==> src/hdl/rmq_pkg.sv <==
// ----------------------------------------------------------------------------
// rmq_pkg
// Shared widths, pivot codes and sideband structs for the rotation matrix
// to quaternion pipeline.
// ----------------------------------------------------------------------------
package rmq_pkg;

    localparam int ELEM_W     = 16;           // Q2.14 element / component
    localparam int DIFF_W     = 17;           // sum or difference of two elements
    localparam int TRACE_W    = 18;
    localparam int RAD_W      = 20;
    localparam int RAD_KEEP_W = 17;           // radicand never exceeds 114687
    localparam int N_W        = 30;           // radicand << 12, even width
    localparam int P_W        = 15;           // rounded pivot
    localparam int SQ_STAGES  = N_W / 2;      // one root bit per stage
    localparam int REM_W      = P_W + 1;
    localparam int MAG_W      = 17;
    localparam int NUM_W      = 31;           // 2*mag*4096 + p
    localparam int DEN_W      = P_W + 1;      // 2*p
    localparam int DIV_STAGES = 24;           // quotient bits
    localparam int LANES      = 3;
    localparam logic signed [RAD_W-1:0] ONE_Q14 = RAD_W'(16384);

    typedef enum logic [1:0] {
        PIV_TRACE = 2'd0,
        PIV_R0C0  = 2'd1,
        PIV_R1C1  = 2'd2,
        PIV_R2C2  = 2'd3
    } t_pivot;

    typedef struct packed {
        t_pivot                   sel;
        logic                     inval;
        logic signed [DIFF_W-1:0] d_a;
        logic signed [DIFF_W-1:0] d_b;
        logic signed [DIFF_W-1:0] d_c;
    } t_sq_tag;

    typedef struct packed {
        t_pivot         sel;
        logic           inval;
        logic [P_W-1:0] p;
    } t_div_tag;

endpackage

==> src/hdl/rmq_div.sv <==
// ----------------------------------------------------------------------------
// rmq_div
// Three-lane pipelined restoring divider: d*4096/p rounded half away from
// zero, one quotient bit per stage, then a saturation stage.
// ----------------------------------------------------------------------------
module rmq_div
    import rmq_pkg::*;
(
    input  logic                     i_clk,
    input  logic                     i_rst_n,
    input  logic                     i_en,
    input  logic                     i_valid,
    input  logic [P_W-1:0]           i_p,
    input  logic signed [DIFF_W-1:0] i_d [LANES],
    input  t_div_tag                 i_tag,
    output logic                     o_valid,
    output logic signed [ELEM_W-1:0] o_q [LANES],
    output t_div_tag                 o_tag
);

    logic                  r_vld [DIV_STAGES+1];
    t_div_tag              r_tag [DIV_STAGES+1];
    logic                  r_out_vld;
    t_div_tag              r_out_tag;

    for (genvar l = 0; l < LANES; l++) begin : g_lane
        logic [NUM_W-1:0]      r_num [DIV_STAGES+1];
        logic [DEN_W-1:0]      r_den [DIV_STAGES+1];
        logic [DEN_W-1:0]      r_rem [DIV_STAGES+1];
        logic [DIV_STAGES-1:0] r_q   [DIV_STAGES+1];
        logic                  r_neg [DIV_STAGES+1];
        logic signed [DIFF_W:0] dext;
        logic [MAG_W-1:0]      mag;
        logic signed [ELEM_W-1:0] r_res, n_res;

        always_comb begin
            dext      = (DIFF_W+1)'(i_d[l]);
            mag       = dext[DIFF_W] ? MAG_W'(-dext) : MAG_W'(dext);
            r_neg[0]  = dext[DIFF_W];
            r_num[0]  = {1'b0, mag, 13'b0} + NUM_W'(i_p);
            r_den[0]  = {i_p, 1'b0};
            r_rem[0]  = DEN_W'(r_num[0][NUM_W-1:DIV_STAGES]);
            r_q[0]    = '0;
        end

        for (genvar j = 0; j < DIV_STAGES; j++) begin : g_stage
            logic [DEN_W:0] t_rem, diff;
            logic           ge;
            always_comb begin
                t_rem = {r_rem[j], r_num[j][DIV_STAGES-1-j]};
                ge    = (t_rem >= {1'b0, r_den[j]});
                diff  = t_rem - {1'b0, r_den[j]};
            end
            always_ff @(posedge i_clk) begin
                if (i_en) begin
                    r_num[j+1] <= r_num[j];
                    r_den[j+1] <= r_den[j];
                    r_neg[j+1] <= r_neg[j];
                    r_rem[j+1] <= ge ? diff[DEN_W-1:0] : t_rem[DEN_W-1:0];
                    r_q[j+1]   <= {r_q[j][DIV_STAGES-2:0], ge};
                end
            end
        end

        always_comb begin
            if (r_neg[DIV_STAGES]) begin
                if (r_q[DIV_STAGES] > DIV_STAGES'(32768)) begin
                    n_res = ELEM_W'(-32768);
                end else begin
                    n_res = -ELEM_W'(r_q[DIV_STAGES]);
                end
            end else if (r_q[DIV_STAGES] > DIV_STAGES'(32767)) begin
                n_res = ELEM_W'(32767);
            end else begin
                n_res = ELEM_W'(r_q[DIV_STAGES]);
            end
        end

        always_ff @(posedge i_clk) begin
            if (i_en) begin
                r_res <= n_res;
            end
        end

        assign o_q[l] = r_res;
    end

    always_comb begin
        r_vld[0] = i_valid;
        r_tag[0] = i_tag;
    end

    for (genvar j = 0; j < DIV_STAGES; j++) begin : g_ctl
        always_ff @(posedge i_clk) begin
            if (!i_rst_n) begin
                r_vld[j+1] <= 1'b0;
            end else if (i_en) begin
                r_vld[j+1] <= r_vld[j];
            end
            if (i_en) begin
                r_tag[j+1] <= r_tag[j];
            end
        end
    end

    always_ff @(posedge i_clk) begin
        if (!i_rst_n) begin
            r_out_vld <= 1'b0;
        end else if (i_en) begin
            r_out_vld <= r_vld[DIV_STAGES];
        end
        if (i_en) begin
            r_out_tag <= r_tag[DIV_STAGES];
        end
    end

    assign o_valid = r_out_vld;
    assign o_tag   = r_out_tag;

endmodule

==> config.mk <==
export PLATFORM = sky130hd
export DESIGN_NAME = rmq_div
export DESIGN_NICKNAME = d
export VERILOG_FILES = /design/src/hdl/rmq_pkg.sv /design/src/hdl/rmq_div.sv
export SDC_FILE = /design/constraint.sdc
export NUM_CORES = 2
export LEC_CHECK = 0
export CORE_UTILIZATION = 55
export CTS_BUF_LIST = sky130_fd_sc_hd__clkbuf_16
export DETAILED_ROUTE_END_ITERATION = 16
export DONT_BUFFER_PORTS = 1
export GPL_TIMING_DRIVEN = 0
export PLACE_DENSITY = 0.7
export SLEW_MARGIN = 15
export SYNTH_ARGS = -nofsm -noshare
export SYNTH_HDL_FRONTEND = slang
export SYNTH_SLANG_ARGS = --single-unit
==> constraint.sdc <==
create_clock -name i_clk -period 7.7 [get_ports i_clk]
set_input_delay 1.54 -clock i_clk [delete_from_list [all_inputs] [get_ports i_clk]]
set_output_delay 1.54 -clock i_clk [all_outputs]
set_load 0.02 [all_outputs]
==> out/metrics.csv <==
metric,value,unit
run_status,completed,
slew_headroom,12.94,%
clock_path_buffers,4,
placementRows,194,
critical_path.max_fanout,10,
post-route-drc-count,0,
synth_enable_flop_cells,3048,
sum_neg_setup_slack,0,ps
insertion_delay,920,ps
clkSinkCount,3073,
die_area,285000,um^2
grt_pass1_wl,579800,um
worstMarginPinSlew,1306,ps
drt_first_iter_violations,8367,
cts_hold_buffers,0,
die_h,533.9,um
initial_utilization,55.50,%
rrSetupSlack,2610,ps
die_width,533.9,um
rsz0062_at_grt,no,
share_seq_of_total_power,37.8,%
synth.yosys.warnings,0,
synth_seq_area_share,59.15,%
ioPinCount,155,
ys.flop_type,sky130_fd_sc_hd__edfxtp_1,
pin_count_of_the_biggest_net_entering_global_routing,278,
gr-total-overflow,0,
wl_per_cell,23.57,um
final_clock_period_utilization_by_the_worst_path,84.85,%
final.min_clock_period,6534,ps
timing.critical_path.slowest_stage_cell,sky130_fd_sc_hd__nor4_1,
place_congestion,0.9300,
p_clk_share,22.3,%
max_cap_violations,0,
post_synth_inst_count,12270,
crit_path_cell_trace,"buf_2, buf_1, o21ai_0, ha_1, a21oi_1, inv_1, nand4_1, nor4_1, a31o_2, o211ai_1, xnor2_1, ha_1, o21ai_0, a21boi_0, o21ai_0, a21oi_1, o21ai_1, nand2_1, mux2_1",
detailroute.via_count,98990,
cts.repair_timing.setup_buffer_count,0,
cts_htree_levels,5,
post_synthesis_cell_type_count,87,
endpoint_kind,flop,
hold_viol_final,0,
power.combinational.fraction,39.9,%
clock-root-buffer,sky130_fd_sc_hd__clkbuf_16,
viasPerCell,5.962,
cp_data_required_time,8350,ps
dr_wl_met2,186700,um
num-nets-final,13820,
grt.total_usage,26.86,%
maxClockFrequency,153.1,MHz
worst-endpoint-arrival,7190,ps
ctsResizeCount,0,
layout-area-overhead-vs-synth,10.23,%
first_pass_iters,12,
topRoutingLayerUsed,met5,
post_synth.cell_area_avg,12.68,um^2
cts-buffers-inserted,319,
finalPower,0.07013,W
synthDominantAreaCellType,sky130_fd_sc_hd__edfxtp_1,
yosys.area.top_type_share,58.83,%
dp.final_hpwl,293900,um
yosys_register_bits,3073,
pwr_density_cell,408.9,nW/um^2
final-setup-viol-count,0,
number_of_antenna_violations_at_the_first_check_in_global_routing,14,
postRouteWirelength,391400,um
netlist_top_cells_area,"sky130_fd_sc_hd__edfxtp_1 59%, sky130_fd_sc_hd__ha_1 8.4%, sky130_fd_sc_hd__mux2_2 3.4%",
power_switching,0.02564,W
worst_ir_drop_vdd,0.0002880,V
ys_async_sr_fraction,0,%
cpPeakStageDelay,860,ps
min-delay-path-class,reg2reg,
place.port_buffers,0,
number_of_pins_with_negative_max_slew_slack_in_the_final_report,0,
syn_area,155600,um^2
drt-met1-wl,169600,um
first_global_vias,96040,
cp_top_family,compound AO/OA/AOI/OAI gates,
fraction_of_power_spent_switching_nets,36.56,%
tritoncts,built,
cp-start-kind,input port,
core-area,280400,um^2
postLayoutCoreUtil,61.17,%
cp.buffers_inverters,3,
met3_wirelength,19760,um
critPathKind,in2reg,
layout-drive-gt1-share,8.746,%
antenna_violating_nets_remaining,0,
p_int,0.04449,W
path_clk_slew,70,ps
finClkSkew,48.21,ps
power.static_leakage,64.53,nW
timing.critical_path.mode_cell,sky130_fd_sc_hd__o21ai_0,
power by group through the flow:
stage | combinational [W] | sequential (W) | clock, W
floorplan | 0.0203 | 0.0251 | 0
detailed placement | 0.0275 | 0.0268 | 0
finish | 0.0280 | 0.0265 | 0.0156
global route | 0.0307 | 0.0268 | 0.0165
global placement | 0.0268 | 0.0268 | 0
CTS | 0.0278 | 0.0265 | 0.0160
final cells by class:
type,count,area [um^2]
Timing Repair Buffer,20,494.2
Multi-Input combinational cell,8227,59930
Buffer,181,698.2
Clock inverter,263,2700
Inverter,790,2965
Tap cell,3724,4659
Antenna cell,7,17.52
Fill cell,21330,108900
Clock buffer,320,8008
Sequential cell,3073,92030
synth_stat cells (all sizes together) (17+ instances only):
master and n:
and2 61, nor2 892, nand3 286, o21ai 631, nor4 93, edfxtp 3048
o21a 181, xnor2 380, o31a 43, or3 132, nand2 544, a211oi 109
and3 65, nor3 256, a311oi 25, a31oi 57, o211ai 118, o311ai 33
or3b 21, a211o 33, a21oi 799, nor2b 213, or2 70, mux2 477
nand2b 196, nand4 161, o41ai 42, a31o 28, dfxtp 25, and4 17
fa 72, clkbuf 170, nor3b 45, ha 1043, o21bai 44, a21o 190
a21boi 125, mux2i 172, o31ai 106, a2111oi 19, a221oi 22, xor2 243
inv 790, nand4b 59
final timing paths:
path                                  start                              to  depth (start not counted)
min reg2reg              g_lane[2].r_q[111]               g_lane[2].r_q[88]                          0
min                      g_lane[2].r_q[111]               g_lane[2].r_q[88]                          0
max reg2reg  g_lane[0].g_stage[18].t_rem[1]  g_lane[1].g_stage[19].t_rem[9]                         12
max                                 i_d[50]   g_lane[0].g_stage[1].t_rem[3]                         19
metrics by stage:
step	instance area, um^2	setup slack (ps)	hold WS [ps]	std cells
6_report	171500	1166	385.6	16610
3_5_place_dp	160700	227.4	404.5	16010
4_1_cts	171400	1207	385.3	16600
3_3_place_gp	160300	206.6	400.3	16000
5_1_grt	171500	735.0	392.4	16600
2_1_floorplan	155600	1679	400.3	12270
per-layer routing:
layer,vias up,global-route usage (%)
li1,47200,-
met1,48090,36.20
met2,3001,45.04
met3,705,2.769
met4,2,10.21
met5,-,0
state kept, by name, summed over array words and instances, names as in the netlist:
signal                cells
g_lane.r_num            343
g_lane.g_stage.t_rem   1110
o_tag                    18
g_lane.r_neg             72
r_vld                    24
r_tag                   432
g_lane.r_q              900
o_valid                   1
g_lane.r_den            125
g_lane.r_res             48
layout by cell type, fill, tap and decap left out, types with 132 or more instances in the layout:
master	Yosys	routed
sky130_fd_sc_hd__a21o_1	190	190
sky130_fd_sc_hd__a21oi_1	798	798
sky130_fd_sc_hd__clkbuf_1	170	170
sky130_fd_sc_hd__clkbuf_16	0	320
sky130_fd_sc_hd__edfxtp_1	3048	3048
sky130_fd_sc_hd__ha_1	1043	1043
sky130_fd_sc_hd__inv_1	788	834
sky130_fd_sc_hd__mux2_2	473	473
sky130_fd_sc_hd__mux2i_1	171	171
sky130_fd_sc_hd__nand2_1	544	544
sky130_fd_sc_hd__nand2b_1	196	196
sky130_fd_sc_hd__nand3_1	286	286
sky130_fd_sc_hd__nand4_1	161	161
sky130_fd_sc_hd__nor2_1	892	892
sky130_fd_sc_hd__nor2b_1	213	213
sky130_fd_sc_hd__nor3_1	254	254
sky130_fd_sc_hd__o21a_1	181	181
sky130_fd_sc_hd__o21ai_0	617	617
sky130_fd_sc_hd__or3_1	132	132
sky130_fd_sc_hd__xnor2_1	380	380
sky130_fd_sc_hd__xor2_1	243	243
logic make-up (layout without fill, tap and decap cells):
family,Yosys count,count (layout),synth area share [%]
flip-flops,3073,3073,59.15
AO/OA/AOI/OAI,2683,2683,10.90
other,1,10,0.002410
adder cells (fa/ha/maj),1115,1115,9.314
XOR/XNOR,623,623,3.507
buffers and inverters,971,1574,2.355
multiplexers,649,649,4.561
AND/OR/NAND/NOR,3154,3154,10.21
Note: power is estimated with default switching activity, not from simulation.
