==> src/hdl/rmq_pkg.sv <==
// ----------------------------------------------------------------------------
// rmq_pkg
// Shared widths, pivot codes and sideband structs for the rotation matrix
// to quaternion pipeline.
// ----------------------------------------------------------------------------
package rmq_pkg;

    localparam int ELEM_W     = 16;           // Q2.14 element / component
    localparam int DIFF_W     = 17;           // sum or difference of two elements
    localparam int TRACE_W    = 18;
    localparam int RAD_W      = 20;
    localparam int RAD_KEEP_W = 17;           // radicand never exceeds 114687
    localparam int N_W        = 30;           // radicand << 12, even width
    localparam int P_W        = 15;           // rounded pivot
    localparam int SQ_STAGES  = N_W / 2;      // one root bit per stage
    localparam int REM_W      = P_W + 1;
    localparam int MAG_W      = 17;
    localparam int NUM_W      = 31;           // 2*mag*4096 + p
    localparam int DEN_W      = P_W + 1;      // 2*p
    localparam int DIV_STAGES = 24;           // quotient bits
    localparam int LANES      = 3;
    localparam logic signed [RAD_W-1:0] ONE_Q14 = RAD_W'(16384);

    typedef enum logic [1:0] {
        PIV_TRACE = 2'd0,
        PIV_R0C0  = 2'd1,
        PIV_R1C1  = 2'd2,
        PIV_R2C2  = 2'd3
    } t_pivot;

    typedef struct packed {
        t_pivot                   sel;
        logic                     inval;
        logic signed [DIFF_W-1:0] d_a;
        logic signed [DIFF_W-1:0] d_b;
        logic signed [DIFF_W-1:0] d_c;
    } t_sq_tag;

    typedef struct packed {
        t_pivot         sel;
        logic           inval;
        logic [P_W-1:0] p;
    } t_div_tag;

endpackage

==> src/hdl/rmq_sqrt.sv <==
// ----------------------------------------------------------------------------
// rmq_sqrt
// Pipelined digit-by-digit square root, one root bit per stage, followed by
// a round-to-nearest stage.
// ----------------------------------------------------------------------------
module rmq_sqrt
    import rmq_pkg::*;
(
    input  logic           i_clk,
    input  logic           i_rst_n,
    input  logic           i_en,
    input  logic           i_valid,
    input  logic [N_W-1:0] i_n,
    input  t_sq_tag        i_tag,
    output logic           o_valid,
    output logic [P_W-1:0] o_p,
    output t_sq_tag        o_tag
);

    logic             r_vld  [SQ_STAGES+1];
    logic [N_W-1:0]   r_n    [SQ_STAGES+1];
    logic [REM_W-1:0] r_rem  [SQ_STAGES+1];
    logic [P_W-1:0]   r_root [SQ_STAGES+1];
    t_sq_tag          r_tag  [SQ_STAGES+1];
    logic             r_out_vld;
    logic [P_W-1:0]   r_p, n_p;
    t_sq_tag          r_out_tag;

    always_comb begin
        r_vld[0]  = i_valid;
        r_n[0]    = i_n;
        r_rem[0]  = '0;
        r_root[0] = '0;
        r_tag[0]  = i_tag;
    end

    for (genvar k = 0; k < SQ_STAGES; k++) begin : g_stage
        logic [REM_W+1:0] t_rem, trial, diff;
        logic             ge;
        always_comb begin
            t_rem = {r_rem[k], r_n[k][N_W-1-2*k -: 2]};
            trial = {1'b0, r_root[k], 2'b01};
            ge    = (t_rem >= trial);
            diff  = t_rem - trial;
        end
        always_ff @(posedge i_clk) begin
            if (!i_rst_n) begin
                r_vld[k+1] <= 1'b0;
            end else if (i_en) begin
                r_vld[k+1] <= r_vld[k];
            end
            if (i_en) begin
                r_n[k+1]    <= r_n[k];
                r_tag[k+1]  <= r_tag[k];
                r_rem[k+1]  <= ge ? diff[REM_W-1:0] : t_rem[REM_W-1:0];
                r_root[k+1] <= {r_root[k][P_W-2:0], ge};
            end
        end
    end

    // round up when the remainder exceeds the root
    always_comb begin
        n_p = r_root[SQ_STAGES] + P_W'(r_rem[SQ_STAGES] > REM_W'(r_root[SQ_STAGES]));
    end

    always_ff @(posedge i_clk) begin
        if (!i_rst_n) begin
            r_out_vld <= 1'b0;
        end else if (i_en) begin
            r_out_vld <= r_vld[SQ_STAGES];
        end
        if (i_en) begin
            r_p       <= n_p;
            r_out_tag <= r_tag[SQ_STAGES];
        end
    end

    assign o_valid = r_out_vld;
    assign o_p     = r_p;
    assign o_tag   = r_out_tag;

endmodule

==> config.mk <==
export PLATFORM = sky130hd
export DESIGN_NAME = rmq_sqrt
export DESIGN_NICKNAME = d
export VERILOG_FILES = /design/src/hdl/rmq_pkg.sv /design/src/hdl/rmq_sqrt.sv
export SDC_FILE = /design/constraint.sdc
export NUM_CORES = 1
export LEC_CHECK = 0
export ABC_AREA = 0
export BUFFER_PORTS_ARGS = -buffer_cell sky130_fd_sc_hd__buf_2
export CORE_MARGIN = 3
export CORE_UTILIZATION = 38
export CTS_CLUSTER_DIAMETER = 50
export CTS_CLUSTER_SIZE = 8
export DETAILED_ROUTE_END_ITERATION = 16
export PLACE_DENSITY = 0.56
export SYNTH_ARGS = -nofsm -noshare
export SYNTH_HDL_FRONTEND = slang
export SYNTH_SLANG_ARGS = --single-unit
==> constraint.sdc <==
create_clock -name i_clk -period 5.25 [get_ports i_clk]
set_input_delay 0 -clock i_clk [delete_from_list [all_inputs] [get_ports i_clk]]
set_output_delay 0 -clock i_clk [all_outputs]
set_load 0.005 [all_outputs]
==> reports/results.tsv, run 1 <==
stage	metric	value	unit
drt	drt-wirelength-per-cell	14.0	µm
yosys	syn_area	53700	µm²
yosys	yosys.area_share.xor_xnor	0.0282	
timing	fin_worst_skew	0.0936	ns
layout	drive_gt1_frac	0.140	
layout	multi_input_area	9510	µm²
placed_design	gp_congestion	0.793	
yosys	synthMuxAreaShare	0.0191	
min_path	hold_class	in2reg	
yosys	synth_compound_area_frac	0.0442	
clock_tree	cts_root_buf	clkbuf_16	
layout	final_cell_mix	edfxtp_1 (1433), clkbuf_16 (210), inv_1 (186)	
clock_tree	clockBufferDepth	3	
yosys	synth_fp_nets	3192	
worst_setup_path	path_cells	ha_1 -> nand2_1 -> a211oi_1 -> o211ai_1 -> a21oi_1 -> a31o_1 -> mux2_1	
clock_tree	clock_latency	0.80	ns
layout	area_growth	20.5	%
worst_setup_path	cp_max_fo	15	
drt	drtPass1Iterations	4	
timing	finalSetupViolCount	0	
yosys	synthArstFlopShare	0	
global_route	grt_pass1_vias	25900	
timing	period_needed	3.26	ns
floorplan	core_area	140000	µm²
yosys	syn_avg_cell_area	18.2	µm²
placed_design	dp_slack	2.01	ns
worst_setup_path	r2r_cells	7	
global_route	antenna_found_initial	0	
worst_setup_path	end_kind	register	
layout	diodes	0	
placed_design	hpwl	44.1	mm
clock_tree	cts_sinks	1449	
timing	timing.fmax	0.307	GHz
floorplan	dieWidth	382	µm
yosys	synth-simple-area-share	0.0496	
clock_tree	clkSlewWorstSetupHoldPaths	0.05	ns
timing	setup_tns	0	ns
clock_tree	cts_hold_buf	174	
global_route	grt_use_total	0.105	
clock_tree	postCtsResizedCells	0	
floorplan	die-area	146000	µm²
yosys	yosys.area_share.adder	0.0359	
layout	fill_cells	11900	
yosys	synth_top_family_by_area	simple AND/OR/NAND/NOR gates	
clock_tree	postCtsSetupBuffers	0	
global_route	grt_pass1_wl	126	mm
timing	slew-limit-headroom	0.203	
timing	max_slew.worst_pin.slew	1.19	ns
global_route	grt_overflow_total	0	
floorplan	initial_utilization	0.384	
drt	drt_first_iter_violations	1301	
power_and_ir_drop	p_leak	23.5	nW
placed_design	numPortBuffers	157	
timing	rsz0062_at_grt	false	
timing	hold_violations	0	
timing	fin_crit_sh	0.620	
yosys	synthCells	2950	
yosys	synth-seq-cells	1449	
timing	drv_slew	0	
drt	num_vias	25000	
floorplan	floorplan.rows	137	
floorplan	num_io_pins	158	
layout	layout.nets	3733	
worst_setup_path	critPathMaxStageDelay	0.80	ns
power_and_ir_drop	power_density	443	nW/µm²
power_and_ir_drop	power	0.0287	W
drt	drt_wl_total	75.9	mm
global_route	grt_max_degree	175	
power_and_ir_drop	ir_drop	303	µV
layout	seqCellArea	43400	µm²
floorplan	fp.dieH	382	µm
run_status	outcome	completed	
yosys	synthFlopType	edfxtp_1	
clock_tree	cts_tree	built	
run	max-cap-violations	0	
worst_setup_path	worstPathArrival	3.77	ns
clock_tree	htreeDepth	4	
timing	timing.final.ws_setup	1.99	ns
clock_tree	cts_buffers	210	
min_path	min_path_cells	3	
worst_setup_path	crit_path_start_kind	register	
layout	layout_commonest_cell	edfxtp_1	
yosys	synth_edf_count	1433	
yosys	post_synth_num_cell_types	91	
worst_setup_path	path_class	reg2reg	
yosys	yosys_warnings	0	
drt	drc_errors	0	
worst_setup_path	critPathSlowestCell	a31o_1	
drt	ant_nets	0	
drt	viasPerCell	4.59	
yosys	seq_area_frac_synth	0.807	
worst_setup_path	required	5.76	ns
-- registers in the layout, indices dropped and copies added, names as in the netlist --
name           cells
r_n              182
g_stage.trial    105
o_p               15
o_tag             54
g_stage.t_rem    236
r_vld             15
r_root            15
o_valid            1
r_rem             16
r_tag            810
-- where the power goes --
group | internal, W | leakage (nW) | total [W] | switching (W)
Clock | 0.00741 | 2.89 | 0.0120 | 0.00460
Combinational | 0.00109 | 6.59 | 0.00241 | 0.00132
Sequential | 0.0139 | 14.0 | 0.0143 | 0.000365
Total | 0.0224 | 23.5 | 0.0287 | 0.00628
-- per-layer routing --
metal / vias to the layer above / share of wire / GRT usage
met5: - / 0 / 0
li1: 12300 / - / -
met4: 0 / 0.040 / 0.0555
met2: 452 / 0.48 / 0.171
met1: 12000 / 0.44 / 0.126
met3: 216 / 0.045 / 0.0304
-- through the flow --
stage	cell area [µm²]	util	instances	hold slack, ns
4_1_cts	64700	0.463	5437	0.0197
6_report	64700	0.463	5437	0.122
3_3_place_gp	57000	0.407	4981	0.176
3_5_place_dp	57000	0.407	4981	0.178
2_1_floorplan	53700	-	2950	0.0989
5_1_grt	64700	0.463	5437	0.0495
-- critical path, delay by kind of cell, from the launching register on --
family / cells / cell delay (ns)
compound gates: 4 / 1.69
flops: 1 / 0.39
mux: 1 / 0.39
fa+ha+maj: 1 / 0.34
simple gates: 1 / 0.15
-- cell type report --
class                      instances  area share
clock buffer                     245      0.0832
clock inverter                    37     0.00964
inverter                         187      0.0108
multi-input combinational       1289       0.147
sequential                      1449       0.670
tap                             1876      0.0363
timing repair buffer             354      0.0435
-- worst paths after layout --
path	start	to	slack [ns]
min	i_rst_n	r_vld[10]	0.12
max reg2reg	g_stage[14].t_rem[4]	r_rem[4]	1.99
min reg2reg	r_tag[547]	r_tag[493]	0.39
max	g_stage[14].t_rem[4]	r_rem[4]	1.99
-- kinds of logic (layout without fill, tap and decap cells) --
family	after synthesis	in the layout
DFF	1449	1449
muxes	92	92
AOI/OAI and AO/OA	366	366
adders and majority gates	154	154
other	1	1
xor gates and xnor gates	173	173
and+or+nand+nor	503	503
buffers and inverters	212	823
-- synth_stat cells, types with 7 or more instances --
cell type | count | area share
a211oi_1 | 16 | 0.0022
a21o_1 | 26 | 0.0036
a21oi_1 | 124 | 0.012
a31oi_1 | 7 | 0.00082
and2_1 | 7 | 0.00082
buf_2 | 11 | 0.0010
clkbuf_1 | 8 | 0.00056
dfxtp_1 | 16 | 0.0060
edfxtp_1 | 1433 | 0.80
ha_1 | 154 | 0.036
inv_1 | 186 | 0.013
mux2_1 | 32 | 0.0067
mux2_2 | 26 | 0.0055
mux2i_1 | 28 | 0.0052
nand2_1 | 75 | 0.0052
nand2b_1 | 32 | 0.0037
nand3_1 | 43 | 0.0040
nand3b_1 | 7 | 0.00098
nand4_1 | 19 | 0.0022
nor2_1 | 139 | 0.0097
nor2b_1 | 29 | 0.0034
nor3_1 | 53 | 0.0049
nor4_1 | 20 | 0.0023
o211ai_1 | 22 | 0.0031
o21a_1 | 19 | 0.0027
o21ai_0 | 71 | 0.0066
o31ai_1 | 13 | 0.0018
or2_2 | 8 | 0.00093
or3_1 | 20 | 0.0023
or4_1 | 11 | 0.0015
xnor2_1 | 103 | 0.017
xor2_1 | 70 | 0.011
(Power assumes the default switching activity.)
==> run 2, diff against run 1 <==
Clock period 5.25 ns to 3.2 ns, I/O delays scaled along.
==> run 2 against run 1 <==
  * Via count is 0.89% higher
  * Worst setup slack worse by 1.7 ns
  * First-iteration DRC count is 0.54% higher
  * Routed wire length is 1.6% higher
  * Sequential cell count stayed put
  * Core utilization is 0.25 points higher
  * Clock skew is 0.047 ns lower
  * Cell count is 0.53% higher
  * Count of clock-buffer cells in the layout is 12 lower
  * Die area stayed put
  * Fmax is 14% higher
  * Critical path type unchanged
==> reports/results.tsv, run 2 (synthesis results as in run 1) <==
stage	metric	value	unit	change
layout	drive_gt1_frac	0.151		was 0.140
clock_tree	cts_root_buf	clkbuf_16		unchanged
global_route	grt_pass1_vias	25900		about the same
min_path	hold_class	in2reg		unchanged
placed_design	hpwl	45.8	mm	was 44.1 mm
drt	drt_first_iter_violations	1308		was 1301
drt	num_vias	25200		was 25000
floorplan	floorplan.rows	137		unchanged
timing	hold_slack	0.150	ns	was 0.122 ns
floorplan	fp.dieH	382	µm	unchanged
worst_setup_path	crit_buf_inv	1		was 0
worst_setup_path	crit_cells	14		was 7
clock_tree	clockBufferDepth	3		unchanged
layout	final_cell_mix	edfxtp_1 (1433), clkbuf_16 (211), inv_1 (186)		was edfxtp_1 (1433), clkbuf_16 (210), inv_1 (186)
clock_tree	clock_latency	0.78	ns	was 0.80 ns
drt	viasPerCell	4.61		was 4.59
floorplan	core_area	140000	µm²	unchanged
layout	utilization	0.465		was 0.463
worst_setup_path	r2r-end	o_p[14]		was r_rem[4]
timing	period_needed	2.86	ns	was 3.26 ns
timing	finalSetupViolCount	0		unchanged
floorplan	initial_utilization	0.384		unchanged
worst_setup_path	rrSetupSlack	0.34	ns	was 1.99 ns
timing	rsz0062_at_grt	false		unchanged
timing	fin_crit_sh	0.894		was 0.620
clock_tree	cts_sinks	1449		unchanged
placed_design	numPortBuffers	157		unchanged
power_and_ir_drop	p_leak	23.8	nW	was 23.5 nW
timing	fin_worst_skew	0.0470	ns	was 0.0936 ns
global_route	grt_use_total	0.106		was 0.105
floorplan	die-area	146000	µm²	unchanged
timing	timing.fmax	0.350	GHz	was 0.307 GHz
clock_tree	postCtsSetupBuffers	0		unchanged
timing	max_slew.worst_pin.slew	0.748	ns	was 1.19 ns
floorplan	dieWidth	382	µm	unchanged
worst_setup_path	crit_path_start_kind	register		unchanged
drt	drtPass1Iterations	5		was 4
drt	ant_nets	0		unchanged
run	max-cap-violations	0		unchanged
layout	diodes	0		unchanged
worst_setup_path	crit_start	r_root[2]		was g_stage[14].t_rem[4]
run_status	outcome	completed		unchanged
global_route	grt_max_degree	108		was 175
timing	setup_tns	0	ns	unchanged
drt	drt_wl_total	77.2	mm	was 75.9 mm
worst_setup_path	critPathMaxStageDelay	0.43	ns	was 0.80 ns
floorplan	num_io_pins	158		unchanged
clock_tree	clkSlewWorstSetupHoldPaths	0.05	ns	about the same
timing	slew-limit-headroom	0.501		was 0.203
placed_design	gp_congestion	0.804		was 0.793
worst_setup_path	path_cells	inv_1 -> ha_1 -> nand3_1 -> o22ai_1 -> nor2_1 -> o21ai_0 -> a21oi_1 -> a31oi_1 -> ha_1 -> ha_1 -> nand2_1 -> nor2_1 -> nand3_1 -> xnor2_1		was ha_1 -> nand2_1 -> a211oi_1 -> o211ai_1 -> a21oi_1 -> a31o_1 -> mux2_1
worst_setup_path	r2r_cells	14		was 7
global_route	grt_pass1_wl	128	mm	was 126 mm
min_path	min_path_cells	3		unchanged
worst_setup_path	worst_path_most_repeated_cell	ha_1		
worst_setup_path	cp_max_fo	5		was 15
worst_setup_path	critPathSlowestCell	edfxtp_1		was a31o_1
drt	drt-wirelength-per-cell	14.1	µm	was 14.0 µm
worst_setup_path	worstPathArrival	3.34	ns	was 3.77 ns
clock_tree	cts_hold_buf	174		unchanged
layout	layout.nets	3773		was 3733
drt	drc_errors	0		unchanged
clock_tree	postCtsResizedCells	0		unchanged
worst_setup_path	required	3.68	ns	was 5.76 ns
worst_setup_path	reg2reg_from	r_root[2]		was g_stage[14].t_rem[4]
worst_setup_path	path_class	reg2reg		unchanged
layout	layout_commonest_cell	edfxtp_1		unchanged
worst_setup_path	cpLargestDelayFamily	adder cells		was compound AO/OA/AOI/OAI gates
global_route	grt_overflow_total	0		unchanged
timing	hold_violations	0		unchanged
worst_setup_path	crit_path_end	o_p[14]		was r_rem[4]
layout	largest_reg_flops	810		unchanged
worst_setup_path	end_kind	register		unchanged
clock_tree	cts_tree	built		unchanged
clock_tree	cts_buffers	210		unchanged
power_and_ir_drop	ir_drop	486	µV	was 303 µV
layout	area_growth	21.2	%	was 20.5%
layout	regMostFlops	r_tag		unchanged
power_and_ir_drop	power_density	725	nW/µm²	was 443 nW/µm²
clock_tree	htreeDepth	4		unchanged
global_route	antenna_found_initial	0		unchanged
timing	drv_slew	0		unchanged
-- run 2: cell count changes in the layout (fill, tap and decap cells not counted), sizes merged --
cell      before  now
buf          180  220
clkbuf       245  233
bufinv         5    7
clkinv        28   26
inv          189  191
clkinvlp       2    1
-- run 2: how the worst min path moves through the flow --
stage	start	to	slack (ns)
after floorplan	i_n[26]	g_stage[1].t_rem[0]	0.1
after global placement	i_tag[53]	r_tag[809]	0.18
after detailed placement	i_n[0]	r_n[420]	0.18
after CTS	i_rst_n	r_vld[8]	0.05
after global routing	i_rst_n	r_vld[8]	0.1
final	i_rst_n	r_vld[13]	0.15
-- run 2: final cells by class --
class	instances	area, µm²
repair buffers	394	3180
inverters	187	702
clock inverters	38	631
clock buffers	233	5360
well taps	1876	2350
flip-flops and latches	1449	43400
multi-input cells	1289	9510
fillers	11900	74800
-- run 2: worst min-delay path: stages --
cell and delay, ns:
dlygate4sd3_1 0.53, buf_2 0.20, nor2b_1 0.15
-- run 2: per-layer routing --
layer  GRT usage  wire, µm
met4      0.0501      2750
met3      0.0301      3650
met2       0.176     37700
met5           0         0
met1       0.128     33100
-- run 2: report_power, final --
part | switching, W | internal (W) | total, W
registers | 0.000606 | 0.0228 | 0.0234
logic | 0.00217 | 0.00184 | 0.00401
clock network | 0.00749 | 0.0123 | 0.0198
total | 0.0103 | 0.0369 | 0.0472
-- run 2: through the flow --
step           area, µm²  total power [W]  worst slack [ns]  std cells
2_1_floorplan      53700           0.0262             0.710       2950
3_3_place_gp       57300           0.0275             0.339       5021
3_5_place_dp       57300           0.0276             0.266       5021
4_1_cts            65100           0.0480             0.269       5466
5_1_grt            65100           0.0495            0.0429       5466
6_report           65100           0.0472             0.340       5466
==> run 3, diff against run 2 <==
Clock period 3.2 ns to 3 ns, I/O delays scaled along.
==> run 3 against run 2 <==
  * Global-route usage barely moved
  * Non-clock buffer count rose by 14
  * Die area did not move
  * Sequential share of layout area is 0.16 points lower
  * Via count is essentially flat
  * Count of clock-buffer cells in the layout up 6
  * Total power is 5.9% higher
  * Worst setup slack got worse by 0.11 ns
  * Sequential cell count stayed put
  * Sequential power grew 6%
  * Clock power grew 5%
  * Critical path depth shrank 7
  * Critical path type unchanged
  * Critical endpoint is now g_stage[14].t_rem[7]
  * Largest cell class unchanged
==> reports/results.tsv, run 3 (synthesis results as in run 1) <==
stage	metric	value	unit	change
drt	drt_wl_total	76.6	mm	was 77.2 mm
layout	area_growth	21.5	%	was 21.2%
floorplan	initial_utilization	0.384		unchanged
timing	hold_violations	0		unchanged
drt	drtPass1Iterations	5		unchanged
worst_setup_path	required	3.48	ns	was 3.68 ns
layout	largest_reg_flops	810		unchanged
power_and_ir_drop	p_comb_frac	0.087		was 0.085
floorplan	num_io_pins	158		unchanged
drt	viasPerCell	4.59		was 4.61
clock_tree	postCtsResizedCells	0		unchanged
layout	multi_input_area	9510	µm²	unchanged
placed_design	place_area	57600	µm²	was 57300 µm²
clock_tree	postCtsSetupBuffers	0		unchanged
layout	stdcell_area	65200	µm²	was 65100 µm²
layout	diodes	0		unchanged
layout	layout.nets	3787		was 3773
floorplan	die-area	146000	µm²	unchanged
min_path	hold_class	in2reg		unchanged
placed_design	hpwl	45.8	mm	about the same
floorplan	fp.dieH	382	µm	unchanged
clock_tree	clkSlewWorstSetupHoldPaths	0.05	ns	about the same
drt	drt-wirelength-per-cell	14.0	µm	was 14.1 µm
floorplan	dieWidth	382	µm	unchanged
power_and_ir_drop	internal_power	0.0389	W	was 0.0369 W
timing	fin_crit_sh	0.924		was 0.894
global_route	grt_max_degree	109		was 108
clock_tree	cts_hold_buf	174		unchanged
global_route	grt_pass1_wl	128	mm	about the same
worst_setup_path	worstPathArrival	3.25	ns	was 3.34 ns
power_and_ir_drop	p_switching	0.0110	W	was 0.0103 W
timing	slew-limit-headroom	0.536		was 0.501
layout	layout_commonest_cell	edfxtp_1		unchanged
clock_tree	clockBufferDepth	3		unchanged
timing	drv_slew	0		unchanged
timing	fin_worst_skew	0.0398	ns	was 0.0470 ns
timing	timing.fmax	0.361	GHz	was 0.350 GHz
layout	fill_cells	11900		about the same
layout	regMostFlops	r_tag		unchanged
drt	num_vias	25200		about the same
timing	rsz0062_at_grt	false		unchanged
placed_design	numPortBuffers	157		unchanged
worst_setup_path	crit_path_start_kind	register		unchanged
global_route	grt_use_total	0.106		about the same
power_and_ir_drop	clkPwrFrac	0.414		was 0.419
power_and_ir_drop	switching_share	0.221		was 0.218
timing	max_slew.worst_pin.slew	0.696	ns	was 0.748 ns
timing	finalSetupViolCount	0		unchanged
run	max-cap-violations	0		unchanged
clock_tree	cts_buffers	210		unchanged
clock_tree	cts_root_buf	clkbuf_16		unchanged
drt	drc_errors	0		unchanged
power_and_ir_drop	power_density	766	nW/µm²	was 725 nW/µm²
layout	final_cell_mix	edfxtp_1 (1433), clkbuf_16 (210), inv_1 (186)		was edfxtp_1 (1433), clkbuf_16 (211), inv_1 (186)
global_route	antenna_found_initial	0		unchanged
worst_setup_path	rrSetupSlack	0.23	ns	was 0.34 ns
drt	drt_first_iter_violations	1281		was 1308
run_status	outcome	completed		unchanged
timing	period_needed	2.77	ns	was 2.86 ns
clock_tree	cts_sinks	1449		unchanged
placed_design	gp_congestion	0.858		was 0.804
power_and_ir_drop	p_leak	23.8	nW	about the same
timing	setup_tns	0	ns	unchanged
worst_setup_path	path_class	reg2reg		unchanged
worst_setup_path	cp_max_fo	15		was 5
clock_tree	htreeDepth	4		unchanged
power_and_ir_drop	ir_drop	492	µV	was 486 µV
floorplan	floorplan.rows	137		unchanged
global_route	grt_overflow_total	0		unchanged
clock_tree	cts_tree	built		unchanged
layout	seqCellArea	43400	µm²	unchanged
power_and_ir_drop	power_frac_seq	0.499		was 0.496
worst_setup_path	end_kind	register		unchanged
drt	ant_nets	0		unchanged
floorplan	core_area	140000	µm²	unchanged
layout	drive_gt1_frac	0.154		was 0.151
global_route	grt_pass1_vias	25900		about the same
clock_tree	clock_latency	0.77	ns	was 0.78 ns
==> run 3: cell types whose count changed in the layout (fill, tap and decap cells not counted), sizes merged <==
cell and change:
clkinvlp +6, inv -3, clkbuf +6, bufinv -6, buf +14, clkinv -1
==> run 3: through the flow <==
stage	utilization	hold slack (ns)	setup slack [ns]	total power [W]	std cells
after global routing	0.466	0.123	0.0739	0.0524	5482
after detailed placement	0.412	0.178	0.235	0.0295	5035
after CTS	0.466	0.0655	0.221	0.0508	5482
after floorplan	-	0.0989	0.510	0.0280	2950
final	0.466	0.162	0.228	0.0500	5482
after global placement	0.412	0.177	0.236	0.0294	5035
==> run 3: metal layers <==
metal,share of wire,global-route usage,vias up,wire length [µm]
met1,0.43,0.127,12100,32700
met4,0.036,0.0493,0,2730
met3,0.046,0.0303,210,3540
met2,0.49,0.178,452,37600
met5,0,0,-,0
li1,-,-,12400,-
==> run 3: final cells by class <==
type,instances,share of cell area
flip-flops and latches,1449,0.664
multi-input cells,1289,0.146
clock buffers,239,0.0822
repair buffers,408,0.0524
well taps,1876,0.0360
inverters,187,0.0108
clock inverters,34,0.00836
==> run 3: critical path, cell delays in order, from the launching register on <==
cell and delay [ns]:
edfxtp_1 0.40, ha_1 0.41, nand3_1 0.16, or4_1 0.57, nand3b_1 0.15, a31oi_1 0.08
nand2_2 0.33, mux2_2 0.38
==> run 3: path summary, 6_finish.rpt <==
| check | from | cells after the start | endpoint |
|---|---|---|---|
| max | g_stage[13].t_rem[3] | 7 | g_stage[14].t_rem[7] |
| min | i_rst_n | 3 | r_vld[6] |
| max reg2reg | g_stage[13].t_rem[3] | 7 | g_stage[14].t_rem[7] |
| min reg2reg | r_tag[237] | 0 | r_tag[183] |
==> run 3: power by group through the flow <==
stage	clock network (W)	logic, W	registers, W
finish	0.0207	0.00434	0.0249
global route	0.0224	0.00489	0.0251
floorplan	0	0.00289	0.0251
detailed placement	0	0.00416	0.0253
global placement	0	0.00409	0.0253
CTS	0.0215	0.00436	0.0249
