[src/hdl/rmq_pkg.sv]
// ----------------------------------------------------------------------------
// rmq_pkg
// Shared widths, pivot codes and sideband structs for the rotation matrix
// to quaternion pipeline.
// ----------------------------------------------------------------------------
package rmq_pkg;

    localparam int ELEM_W     = 16;           // Q2.14 element / component
    localparam int DIFF_W     = 17;           // sum or difference of two elements
    localparam int TRACE_W    = 18;
    localparam int RAD_W      = 20;
    localparam int RAD_KEEP_W = 17;           // radicand never exceeds 114687
    localparam int N_W        = 30;           // radicand << 12, even width
    localparam int P_W        = 15;           // rounded pivot
    localparam int SQ_STAGES  = N_W / 2;      // one root bit per stage
    localparam int REM_W      = P_W + 1;
    localparam int MAG_W      = 17;
    localparam int NUM_W      = 31;           // 2*mag*4096 + p
    localparam int DEN_W      = P_W + 1;      // 2*p
    localparam int DIV_STAGES = 24;           // quotient bits
    localparam int LANES      = 3;
    localparam logic signed [RAD_W-1:0] ONE_Q14 = RAD_W'(16384);

    typedef enum logic [1:0] {
        PIV_TRACE = 2'd0,
        PIV_R0C0  = 2'd1,
        PIV_R1C1  = 2'd2,
        PIV_R2C2  = 2'd3
    } t_pivot;

    typedef struct packed {
        t_pivot                   sel;
        logic                     inval;
        logic signed [DIFF_W-1:0] d_a;
        logic signed [DIFF_W-1:0] d_b;
        logic signed [DIFF_W-1:0] d_c;
    } t_sq_tag;

    typedef struct packed {
        t_pivot         sel;
        logic           inval;
        logic [P_W-1:0] p;
    } t_div_tag;

endpackage

[src/hdl/rmq_front.sv]
// ----------------------------------------------------------------------------
// rmq_front
// Trace, pivot choice, radicand and the three off-diagonal terms for the
// chosen case, two register stages.
// ----------------------------------------------------------------------------
module rmq_front
    import rmq_pkg::*;
(
    input  logic                     i_clk,
    input  logic                     i_rst_n,
    input  logic                     i_en,
    input  logic                     i_valid,
    input  logic signed [ELEM_W-1:0] i_e00,
    input  logic signed [ELEM_W-1:0] i_e01,
    input  logic signed [ELEM_W-1:0] i_e02,
    input  logic signed [ELEM_W-1:0] i_e10,
    input  logic signed [ELEM_W-1:0] i_e11,
    input  logic signed [ELEM_W-1:0] i_e12,
    input  logic signed [ELEM_W-1:0] i_e20,
    input  logic signed [ELEM_W-1:0] i_e21,
    input  logic signed [ELEM_W-1:0] i_e22,
    output logic                     o_valid,
    output logic [N_W-1:0]           o_n,
    output t_sq_tag                  o_tag
);

    logic signed [RAD_W-1:0]   e00, e11, e22;
    t_pivot                    sel;
    logic signed [RAD_W-1:0]   rad;

    logic                      r_s1_vld, n_s1_vld;
    logic signed [TRACE_W-1:0] r_tr, n_tr, r_d00, n_d00, r_d11, n_d11, r_d22, n_d22;
    logic signed [RAD_W-1:0]   r_rad0, n_rad0, r_rad1, n_rad1;
    logic signed [RAD_W-1:0]   r_rad2, n_rad2, r_rad3, n_rad3;
    logic signed [DIFF_W-1:0]  r_dx, n_dx, r_dy, n_dy, r_dz, n_dz;
    logic signed [DIFF_W-1:0]  r_sxy, n_sxy, r_sxz, n_sxz, r_syz, n_syz;

    logic                      r_valid, n_valid;
    logic [N_W-1:0]            r_n, n_n;
    t_sq_tag                   r_tag, n_tag;

    always_comb begin
        e00      = RAD_W'(i_e00);
        e11      = RAD_W'(i_e11);
        e22      = RAD_W'(i_e22);
        n_s1_vld = i_valid;
        n_d00    = TRACE_W'(i_e00);
        n_d11    = TRACE_W'(i_e11);
        n_d22    = TRACE_W'(i_e22);
        n_tr     = n_d00 + n_d11 + n_d22;
        // radicand of every candidate, 2*diag - trace folded into one sum
        n_rad0   = e00 + e11 + e22 + ONE_Q14;
        n_rad1   = e00 - e11 - e22 + ONE_Q14;
        n_rad2   = e11 - e00 - e22 + ONE_Q14;
        n_rad3   = e22 - e00 - e11 + ONE_Q14;

        n_dx  = DIFF_W'(i_e21) - DIFF_W'(i_e12);
        n_dy  = DIFF_W'(i_e02) - DIFF_W'(i_e20);
        n_dz  = DIFF_W'(i_e10) - DIFF_W'(i_e01);
        n_sxy = DIFF_W'(i_e10) + DIFF_W'(i_e01);
        n_sxz = DIFF_W'(i_e02) + DIFF_W'(i_e20);
        n_syz = DIFF_W'(i_e21) + DIFF_W'(i_e12);
    end

    always_ff @(posedge i_clk) begin
        if (!i_rst_n) begin
            r_s1_vld <= 1'b0;
        end else if (i_en) begin
            r_s1_vld <= n_s1_vld;
        end
        if (i_en) begin
            r_tr   <= n_tr;
            r_d00  <= n_d00;
            r_d11  <= n_d11;
            r_d22  <= n_d22;
            r_rad0 <= n_rad0;
            r_rad1 <= n_rad1;
            r_rad2 <= n_rad2;
            r_rad3 <= n_rad3;
            r_dx   <= n_dx;
            r_dy   <= n_dy;
            r_dz   <= n_dz;
            r_sxy  <= n_sxy;
            r_sxz  <= n_sxz;
            r_syz  <= n_syz;
        end
    end

    always_comb begin
        // first largest candidate wins, ties go to the earlier one
        if (r_d22 > r_tr && r_d22 > r_d00 && r_d22 > r_d11) begin
            sel = PIV_R2C2;
        end else if (r_d11 > r_tr && r_d11 > r_d00) begin
            sel = PIV_R1C1;
        end else if (r_d00 > r_tr) begin
            sel = PIV_R0C0;
        end else begin
            sel = PIV_TRACE;
        end
        case (sel)
            PIV_R0C0: rad = r_rad1;
            PIV_R1C1: rad = r_rad2;
            PIV_R2C2: rad = r_rad3;
            default:  rad = r_rad0;
        endcase

        n_valid     = r_s1_vld;
        n_tag.sel   = sel;
        n_tag.inval = (rad <= 0);
        n_n         = n_tag.inval ? '0 : {1'b0, rad[RAD_KEEP_W-1:0], 12'b0};
        // remaining components in ascending index order
        case (sel)
            PIV_TRACE: begin
                n_tag.d_a = r_dx;  n_tag.d_b = r_dy;  n_tag.d_c = r_dz;
            end
            PIV_R0C0: begin
                n_tag.d_a = r_dx;  n_tag.d_b = r_sxy; n_tag.d_c = r_sxz;
            end
            PIV_R1C1: begin
                n_tag.d_a = r_dy;  n_tag.d_b = r_sxy; n_tag.d_c = r_syz;
            end
            default: begin
                n_tag.d_a = r_dz;  n_tag.d_b = r_sxz; n_tag.d_c = r_syz;
            end
        endcase
    end

    always_ff @(posedge i_clk) begin
        if (!i_rst_n) begin
            r_valid <= 1'b0;
        end else if (i_en) begin
            r_valid <= n_valid;
        end
        if (i_en) begin
            r_n   <= n_n;
            r_tag <= n_tag;
        end
    end

    assign o_valid = r_valid;
    assign o_n     = r_n;
    assign o_tag   = r_tag;

endmodule

[config.mk]
export PLATFORM = sky130hd
export DESIGN_NAME = rmq_front
export DESIGN_NICKNAME = d
export VERILOG_FILES = /design/src/hdl/rmq_pkg.sv /design/src/hdl/rmq_front.sv
export SDC_FILE = /design/constraint.sdc
export NUM_CORES = 1
export LEC_CHECK = 0
export ABC_AREA = 1
export BUFFER_PORTS_ARGS = -buffer_cell sky130_fd_sc_hd__buf_2
export CAP_MARGIN = 25
export CORE_MARGIN = 3
export CORE_UTILIZATION = 32
export DETAILED_ROUTE_END_ITERATION = 10
export PLACE_DENSITY = 0.58
export SYNTH_ARGS = -nofsm -noshare
export SYNTH_HDL_FRONTEND = slang
export SYNTH_SLANG_ARGS = --single-unit
[constraint.sdc]
create_clock -name i_clk -period 6.5 [get_ports i_clk]
set_input_delay 0.325 -clock i_clk [delete_from_list [all_inputs] [get_ports i_clk]]
set_output_delay 0.325 -clock i_clk [all_outputs]
set_load 0.005 [all_outputs]
==> results of run 1 <==
synth_stat cells (2+ instances only):
cell,number,area share (%)
nor2_1,72,1.2
clkbuf_1,15,0.24
nor2_2,14,0.38
a31oi_1,13,0.35
buf_2,8,0.17
xnor2_1,24,0.91
ha_1,329,18
nand4_1,14,0.38
buf_6,5,0.24
or2_1,7,0.19
a21oi_1,166,3.6
o21bai_1,23,0.75
o21a_1,3,0.098
or2_2,2,0.054
nand2_1,459,7.5
inv_1,355,5.8
dfxtp_1,2,0.17
edfxtp_1,306,40
o31ai_1,4,0.13
o21ai_0,57,1.2
and2_1,2,0.054
nand3_1,152,3.3
nand3_2,4,0.17
a21boi_0,15,0.49
nor3_1,10,0.22
nand2_2,5,0.14
buf_1,2,0.033
a21o_1,6,0.20
buf_4,15,0.49
inv_2,4,0.065
fa_1,87,7.6
nand3_4,2,0.15
o21ai_1,8,0.17
nand3b_1,3,0.098
o211ai_1,12,0.39
xor2_1,130,4.9
cell families (layout without fill, tap and decap cells):
family	after synthesis	after routing
fa+ha+maj	416	416
simple gates	750	750
other cells	1	14
flops	308	308
buf+inv	407	660
xor+xnor	154	154
compound gates	310	310
repair_timing:
action,in CTS,in global routing
endpoints found under the setup margin,0,0
hold buffers,5,0
endpoints found under the hold margin,4,0
resized for setup,0,0
where the power goes:
part | internal (W) | switching, W | leakage, nW
registers | 0.00292 | 0.000247 | 3.03
logic | 0.00116 | 0.00209 | 8.92
clock network | 0.00143 | 0.000940 | 0.674
routing by layer:
layer / vias up / share of wire [%]
li1: 8245 / -
met1: 7748 / 45
met2: 354 / 47
met3: 92 / 5.3
met4: 6 / 2.4
met5: - / 0.097
critical path: stages, from the launching register on:
cell	delay, ns
edfxtp_1	0.45
inv_1	0.07
ha_1	0.32
nand2_1	0.07
nor2_1	0.19
nand4_1	0.17
inv_1	0.08
nand2_1	0.05
nand2_1	0.07
nand2_1	0.06
nand2_1	0.06
inv_1	0.06
nand3_4	0.08
buf_4	0.52
nand3_4	0.49
inv_2	0.73
nand2_1	0.18
a21oi_2	0.18
nand3_1	0.12
o21bai_4	0.53
nor2_1	0.08
layout make-up:
type / count / area, sq um
multi-input cells: 1643 / 12200
repair buffers: 229 / 1230
flip-flops and latches: 308 / 9230
fillers: 7119 / 44000
diodes: 1 / 2.50
inverters: 360 / 1350
clock inverters: 26 / 375
clock buffers: 45 / 1020
well taps: 940 / 1180
sequential cells by signal (all words and copies together), names as in the netlist, 16 cells and up:
name	count
r_rad3	18
o_n	17
r_rad1	18
r_sxy	16
r_syz	16
r_d11	16
o_tag	54
r_dz	17
r_d22	16
r_sxz	16
r_dy	17
r_rad2	18
r_tr	18
r_rad0	16
r_dx	17
r_d00	16
metrics by stage:
step | instance area (sq um) | cells
final | 26600 | 3552
after global routing | 26600 | 3552
after CTS | 26600 | 3551
after detailed placement | 25200 | 3475
after global placement | 25100 | 3474
after floorplan | 23100 | 2358
worst min-delay path by stage:
stage,startpoint,endpoint,slack [ns],depth (start not counted)
2_1_floorplan,i_e00[0],r_d00[0],0.42,0
3_3_place_gp,n_valid,o_valid,0.48,2
3_5_place_dp,n_valid,o_valid,0.48,2
4_1_cts,i_e22[5],r_d22[5],0.0008,1
5_1_grt,i_e22[3],r_d22[3],0.01,1
6_report,i_e11[4],r_d11[4],0.03,1
==> impl_metrics.json, run 1 <==
{
  "rows": 97,
  "synth_top_family_by_area": "adder cells",
  "fin_nets": 3146,
  "dr_total_vias": 16400,
  "avgViaCountPerCell": 4.63,
  "tns_ns": 0,
  "setup_viol": 0,
  "r2r-end": "o_n[28]",
  "max_slew_margin_pct": 28.9,
  "chipWidth_um": 274,
  "io_buffers": 219,
  "start_kind": "flop",
  "syn_inst": 2346,
  "synth_adder_area_share_pct": 25.4,
  "routed_wl_um": 62000,
  "rsz0062_at_grt": "false",
  "grt_first_pass_wirelength_um": 94500,
  "mostFrequentLayoutCells": "nand2_1, inv_1, ha_1",
  "total_power_w": 0.00878,
  "setup_slack_ns": 1.63,
  "regToRegSetupSlack_ns": 1.63,
  "ys_types": 47,
  "cts_tree": "yes",
  "min_path_type": "in -> reg",
  "cts_buffer_depth": 3,
  "busiest_layer": "met2",
  "worst_pin_slew_ns": 1.07,
  "cp_data_arrival_time_ns": 5.16,
  "post-place-ws_ns": 1.58,
  "syn_area_sq_um": 23000,
  "gp_congestion": 0.890,
  "peakVddDrop_mv": 0.178,
  "status": "completed",
  "grt_use_met2_pct": 27.3,
  "synthSimpleGateAreaFrac_pct": 14.0,
  "total_leakage_power_nw": 12.6,
  "cts_sinks": 308,
  "async_flop_share_pct": 0,
  "synth_compound_area_share_pct": 7.58,
  "muxShareOfSynthArea_pct": 0,
  "rr_worst_depth": 20,
  "crit_type": "reg -> reg",
  "firstDrtPassIters": 5,
  "avgSynthCellArea_sq_um": 9.83,
  "wire_per_inst_um": 17.4,
  "cts-root-buf": "clkbuf_16",
  "clk_pin_slew_ns": 0.07,
  "critPathCapture": "o_n[28]",
  "slew_viol_final": 0,
  "gr-usage-all-layers_pct": 16.4,
  "use_met1_pct": 22.0,
  "drt_iter0_markers": 1061,
  "power.density_nw_per_um2": 330,
  "crit_start": "r_d11[15]",
  "use_met3_pct": 2.66,
  "final-hold-violation-count": 0,
  "r2r_start": "r_d11[15]",
  "overflow": 0,
  "cap_violations": 0,
  "holdWs_ns": 0.0313,
  "clock_latency_ns": 0.58,
  "cp-end-kind": "flop",
  "ys.warnings.count": 0,
  "hpwlAfterDp_um": 49100,
  "grt_max_degree": 167,
  "start_util_pct": 32.6,
  "antenna_found_initial": 5,
  "synth_edf_count": 306,
  "drc": 0,
  "post-route-period-util_pct": 74.9,
  "ioPinCount": 233,
  "ant_nets": 0,
  "core_area_sq_um": 70600,
  "dieArea_sq_um": 75300,
  "synth_seq_area_share_pct": 40.0,
  "crit_fanout": 50,
  "fin_crit_ns": 4.87,
  "final_common_cell": "nand2_1",
  "die_y_um": 274,
  "required_ns": 6.79,
  "synth-main-ff-cell": "edfxtp_1",
  "area_growth_pct": 15.4,
  "cts-htree-levels": 2,
  "drive_gt1_share_pct": 12.3,
  "final_util_pct": 37.7,
  "synth_xor_area_share_pct": 5.85,
  "ys_ff_latch": 308,
  "cts_made_buffers": 40,
  "skew_ns": 0.0328,
  "cts_setup_buffers": 0,
  "grt_pass1_vias": 16800,
  "fmax_mhz": 205
}
Power figures use the tool's default switching activity.
==> run 2, diff against run 1 <==
- clock period: 6.5 -> 4.9 ns (I/O delays scaled with it)
==> impl_metrics.json, run 2 (synthesis gave the netlist of run 1 again) <==
{
  "wire_per_inst_um": 17.4,
  "worst_pin_slew_ns": 1.01,
  "dieArea_sq_um": 75300,
  "io_buffers": 219,
  "area_growth_pct": 16.7,
  "ant_nets": 0,
  "r2r-end": "o_n[18]",
  "overflow": 0,
  "final_util_pct": 38.1,
  "worstHoldEndpoint": "r_d00[10]",
  "mostFrequentLayoutCells": "nand2_1, inv_1, ha_1",
  "cts_setup_buffers": 0,
  "grt_max_degree": 123,
  "cp_slowest_cell": "fa_1",
  "gp_congestion": 0.875,
  "peakVddDrop_mv": 0.241,
  "clock_latency_ns": 0.57,
  "post-route-period-util_pct": 82.6,
  "slew_viol_final": 0,
  "r2r_start": "r_d22[5]",
  "cts-root-buf": "clkbuf_16",
  "skew_ns": 0.0294,
  "largest_reg_flops": 54,
  "required_ns": 5.18,
  "cts_buffer_depth": 3,
  "start_kind": "input port",
  "cap_violations": 0,
  "cp-end-kind": "flop",
  "place_inst": 3482,
  "rsz0062_at_grt": "false",
  "fin_area_sq_um": 26900,
  "seq_area_sq_um": 9230,
  "final_common_cell": "nand2_1",
  "cts_made_buffers": 39,
  "dr_total_vias": 16700,
  "min_path_type": "in -> reg",
  "rr_worst_depth": 19,
  "ioPinCount": 233,
  "cts_tree": "yes",
  "antenna_found_initial": 7,
  "start_util_pct": 32.6,
  "gr-usage-all-layers_pct": 16.5,
  "grt_pass1_vias": 17100,
  "fill_cells": 7080,
  "cts-htree-levels": 2,
  "hp-start": "i_e00[10]",
  "setup_viol": 0,
  "placedInstanceArea_sq_um": 25200,
  "multi_input_area_sq_um": 12200,
  "fmax_mhz": 247,
  "hpwlAfterDp_um": 49600,
  "drive_gt1_share_pct": 12.1,
  "crit_chain": "dlygate4sd3_1 -> buf_2 -> fa_1 -> ha_1 -> fa_1 -> a21oi_1 -> nand2_1 -> a21oi_1 -> o21ai_0 -> a21boi_0 -> o21ai_0 -> nand2_1 -> nand2_1 -> a21oi_1 -> inv_1 -> a21oi_1 -> o21ai_0 -> xor2_1",
  "final-hold-violation-count": 0,
  "fin_nets": 3190,
  "core_area_sq_um": 70600,
  "status": "completed",
  "layoutNonFillerInstCount": 3596,
  "grt_first_pass_wirelength_um": 95300,
  "routed_wl_um": 62500,
  "cts_hold_buffers": 43,
  "drt_iter0_markers": 1000,
  "cpPeakStageDelay_ns": 0.71,
  "min_path_cells": 1,
  "max_slew_margin_pct": 32.6,
  "fin_crit_ns": 4.05,
  "avgViaCountPerCell": 4.65,
  "cts_sinks": 308,
  "cts_resized": 0,
  "cp_data_arrival_time_ns": 4.33,
  "drc": 0,
  "total_leakage_power_nw": 12.8,
  "firstDrtPassIters": 5,
  "chipWidth_um": 274,
  "clk_pin_slew_ns": 0.05,
  "tns_ns": 0,
  "regToRegSetupSlack_ns": 0.91,
  "power.density_nw_per_um2": 426,
  "crit_type": "in -> reg",
  "crit_top_cell": "a21oi_1",
  "die_y_um": 274,
  "crit_fanout": 5,
  "rows": 97
}
[run 2: metal layers]
layer / share of wire, % / global-route usage [%] / vias up
met3: 5.8 / 2.94 / 85
met1: 44 / 21.6 / 7894
met2: 48 / 28.5 / 411
met4: 1.9 / 3.34 / 10
met5: 0.10 / 0 / -
li1: - / - / 8324
[run 2: critical path, delay by kind of cell]
kind	cells	cell delay (ns)
AOI/OAI and AO/OA	8	1.50
xor gates and xnor gates	1	0.15
and+or+nand+nor	3	0.23
adders and majority gates	3	1.43
buffers and inverters	3	0.76
[run 2: area by class of cell]
cell class                 instances  share of cell area [%]
multi-input combinational       1643                    45.4
sequential                       308                    34.3
timing repair buffer             274                    6.14
inverter                         360                    5.02
tap                              940                    4.37
clock buffer                      47                    3.82
clock inverter                    23                   0.911
antenna                            1                 0.00930
[run 2: where the power goes]
group,internal (W),leakage [nW],switching (W)
clock,0.00171,0.618,0.00118
sequential,0.00387,3.03,0.000353
combinational,0.00158,9.11,0.00276
[run 2: how the worst max path moves through the flow]
stage / from / to / slack, ns / cells past startpoint
floorplan: i_e00[3] / r_rad0[17] / 1.47 / 16
global route: i_e00[3] / r_rad0[17] / 0.43 / 18
finish: i_e00[3] / r_rad0[17] / 0.85 / 18
global placement: i_e00[4] / r_rad2[17] / 0.89 / 16
CTS: i_e00[3] / r_rad0[17] / 0.85 / 18
detailed placement: i_e00[4] / r_rad2[17] / 0.85 / 16
[run 2: stage by stage]
step | total power [W] | hold WS (ns) | setup slack [ns]
floorplan | 0.00692 | 0.344 | 1.47
global placement | 0.00856 | 0.470 | 0.886
detailed placement | 0.00856 | 0.480 | 0.848
CTS | 0.0116 | 0.000597 | 0.853
global route | 0.0122 | 0.0143 | 0.428
finish | 0.0114 | 0.0362 | 0.852
==> run 3, diff against run 2 <==
- ABC_AREA: 1 -> 0
- PLACE_DENSITY: 0.58 -> 0.57
- clock period: 4.9 -> 3.8 ns (I/O delays scaled with it)
==> impl_metrics.json, run 3 <==
{
  "crit_chain": "buf_4 -> ha_1 -> and3_1 -> nand4_1 -> nor4_1 -> buf_4 -> a21oi_1 -> o311a_1 -> nand2_2 -> o221a_1 -> or4_1 -> o21ai_2 -> a41o_1",
  "yosys-top-cells-area": "edfxtp_1, ha_1, fa_1",
  "firstDrtPassIters": 5,
  "hpwlAfterDp_um": 57700,
  "gr-usage-all-layers_pct": 18.1,
  "grt_max_degree": 95,
  "min_path_type": "in -> reg",
  "fmax_mhz": 267,
  "use_met1_pct": 22.2,
  "ioPinCount": 233,
  "slew_viol_final": 0,
  "grt_first_pass_wirelength_um": 108000,
  "routed_wl_um": 71000,
  "cts_sinks": 308,
  "holdWs_ns": 0.0301,
  "crit_top_cell": "buf_4",
  "final-hold-violation-count": 0,
  "final_common_cell": "ha_1",
  "crit_fanout": 7,
  "ys_types": 75,
  "cts_buffer_depth": 3,
  "chipWidth_um": 278,
  "total_power_w": 0.0151,
  "synth_largest_area_cell": "edfxtp_1",
  "die_y_um": 278,
  "cp_data_arrival_time_ns": 4.16,
  "peakVddDrop_mv": 0.321,
  "drc": 0,
  "area_growth_pct": 20.7,
  "yosysMostFrequentCell": "ha_1",
  "synth_seq_area_share_pct": 39.1,
  "ys_ff_latch": 308,
  "grt_use_met2_pct": 32.6,
  "ant_nets": 0,
  "cts-htree-levels": 2,
  "busiest_layer": "met2",
  "largest_reg_flops": 54,
  "mostFrequentLayoutCells": "ha_1, edfxtp_1, inv_1",
  "syn_area_sq_um": 23600,
  "dieArea_sq_um": 77100,
  "worst_pin_slew_ns": 0.712,
  "start_kind": "flop",
  "avgViaCountPerCell": 5.12,
  "drive_gt1_share_pct": 17.3,
  "dr_total_vias": 18300,
  "cts_tree": "yes",
  "overflow": 0,
  "gp_congestion": 0.931,
  "cp_slowest_cell": "or4_1",
  "start_util_pct": 32.6,
  "ys.warnings.count": 0,
  "skew_ns": 0.0271,
  "status": "completed",
  "synth-main-ff-cell": "edfxtp_1",
  "yosys.area.top_type_share_pct": 38.9,
  "drt_iter0_markers": 1223,
  "cap_violations": 0,
  "required_ns": 4.21,
  "wire_per_inst_um": 19.9,
  "cts-root-buf": "clkbuf_16",
  "fill_cells": 7107,
  "rows": 98,
  "core_area_sq_um": 72300,
  "netlist_top_cells_count": "ha_1, edfxtp_1, inv_1, nor2_1, a21oi_1",
  "antenna_found_initial": 6,
  "cts_made_buffers": 38,
  "synth_edf_count": 306,
  "use_met3_pct": 3.55,
  "fin_crit_ns": 3.75,
  "total_leakage_power_nw": 12.8,
  "cp-end-kind": "flop",
  "post-route-period-util_pct": 98.6,
  "max_slew_margin_pct": 51.3,
  "clk_pin_slew_ns": 0.06,
  "power.density_nw_per_um2": 530,
  "crit_type": "reg -> reg",
  "setup_viol": 0,
  "io_buffers": 219,
  "fin_nets": 3153,
  "cpPeakStageDelay_ns": 0.53,
  "avgSynthCellArea_sq_um": 10.7,
  "clock_latency_ns": 0.57,
  "grt_pass1_vias": 18800,
  "syn_inst": 2211,
  "async_flop_share_pct": 0
}
run 3: changes by cell type after synthesis, sizes merged, moves of 25 or more:
cell / before / now
mux2i: 0 / 65
nor2: 86 / 139
xor2: 130 / 42
inv: 359 / 295
nand2: 464 / 113
a21oi: 167 / 137
and3: 0 / 25
nand3: 158 / 46
xnor2: 24 / 78
nor3: 10 / 54
run 3: final cells by class:
type,count,area (sq um),area share (%)
Clock inverter,23,255,0.895
Inverter,295,1110,3.88
Clock buffer,46,981,3.44
Sequential cell,308,9230,32.4
Tap cell,950,1190,4.17
Timing Repair Buffer,383,2570,9.02
Multi-Input combinational cell,1563,13200,46.2
Antenna cell,3,7.51,0.0263
run 3: repair_timing:
item,4_1_cts,5_1_grt
resized for setup,0,36
endpoints found under the setup margin,0,49
setup buffers,0,5
hold endpoints to repair,47,0
hold buffers,47,0
run 3: path summary, 6_finish.rpt:
| kind | from | to | slack (ns) | cells past startpoint |
|---|---|---|---|---|
| setup reg to reg | r_d11[15] | o_tag[51] | 0.05 | 13 |
| setup / recovery | r_d11[15] | o_tag[51] | 0.05 | 13 |
| hold / removal | i_e11[8] | r_d11[8] | 0.03 | 2 |
| hold reg to reg | r_syz[4] | o_tag[4] | 0.53 | 2 |
run 3: logic make-up after synthesis:
group / share of synthesized area, %
adder cells (fa/ha/maj): 24.8
AO/OA/AOI/OAI: 12.5
XOR/XNOR: 4.45
flip-flops: 39.1
buffers and inverters: 5.87
multiplexers: 3.33
other: 0.0159
AND/OR/NAND/NOR: 9.92
run 3: layer usage:
layer / share of wire (%) / vias to the layer above
li1: - / 8642
met1: 42 / 8945
met2: 50 / 588
met3: 6.3 / 97
met4: 2.2 / 6
met5: 0.059 / -
run 3: worst max-delay path: cells and delay by family (launching register included):
kind,cells,cell delay (ns)
AO/OA/AOI/OAI,5,1.34
AND/OR/NAND/NOR,5,1.20
flip-flops,1,0.45
buffers and inverters,2,0.33
adder cells (fa/ha/maj),1,0.28
run 3: through the flow:
step | worst slack (ns) | instance area [sq um] | cells | util, % | TNS, ns
final | 0.0519 | 28500 | 3571 | 39.4 | 0
after global routing | -0.0568 | 28500 | 3568 | 39.4 | -0.121
after CTS | 0.00898 | 28300 | 3563 | 39.2 | 0
after detailed placement | -0.420 | 26600 | 3447 | 36.8 | -4.28
after global placement | -0.429 | 26600 | 3447 | 36.8 | -3.47
after floorplan | 0.0776 | 23700 | 2223 | - | 0
run 3: report_power, final:
| part | switching, W | total [W] | internal, W |
|---|---|---|---|
| sequential | 0.000499 | 0.00538 | 0.00488 |
| clock | 0.00151 | 0.00364 | 0.00213 |
| combinational | 0.00345 | 0.00609 | 0.00263 |
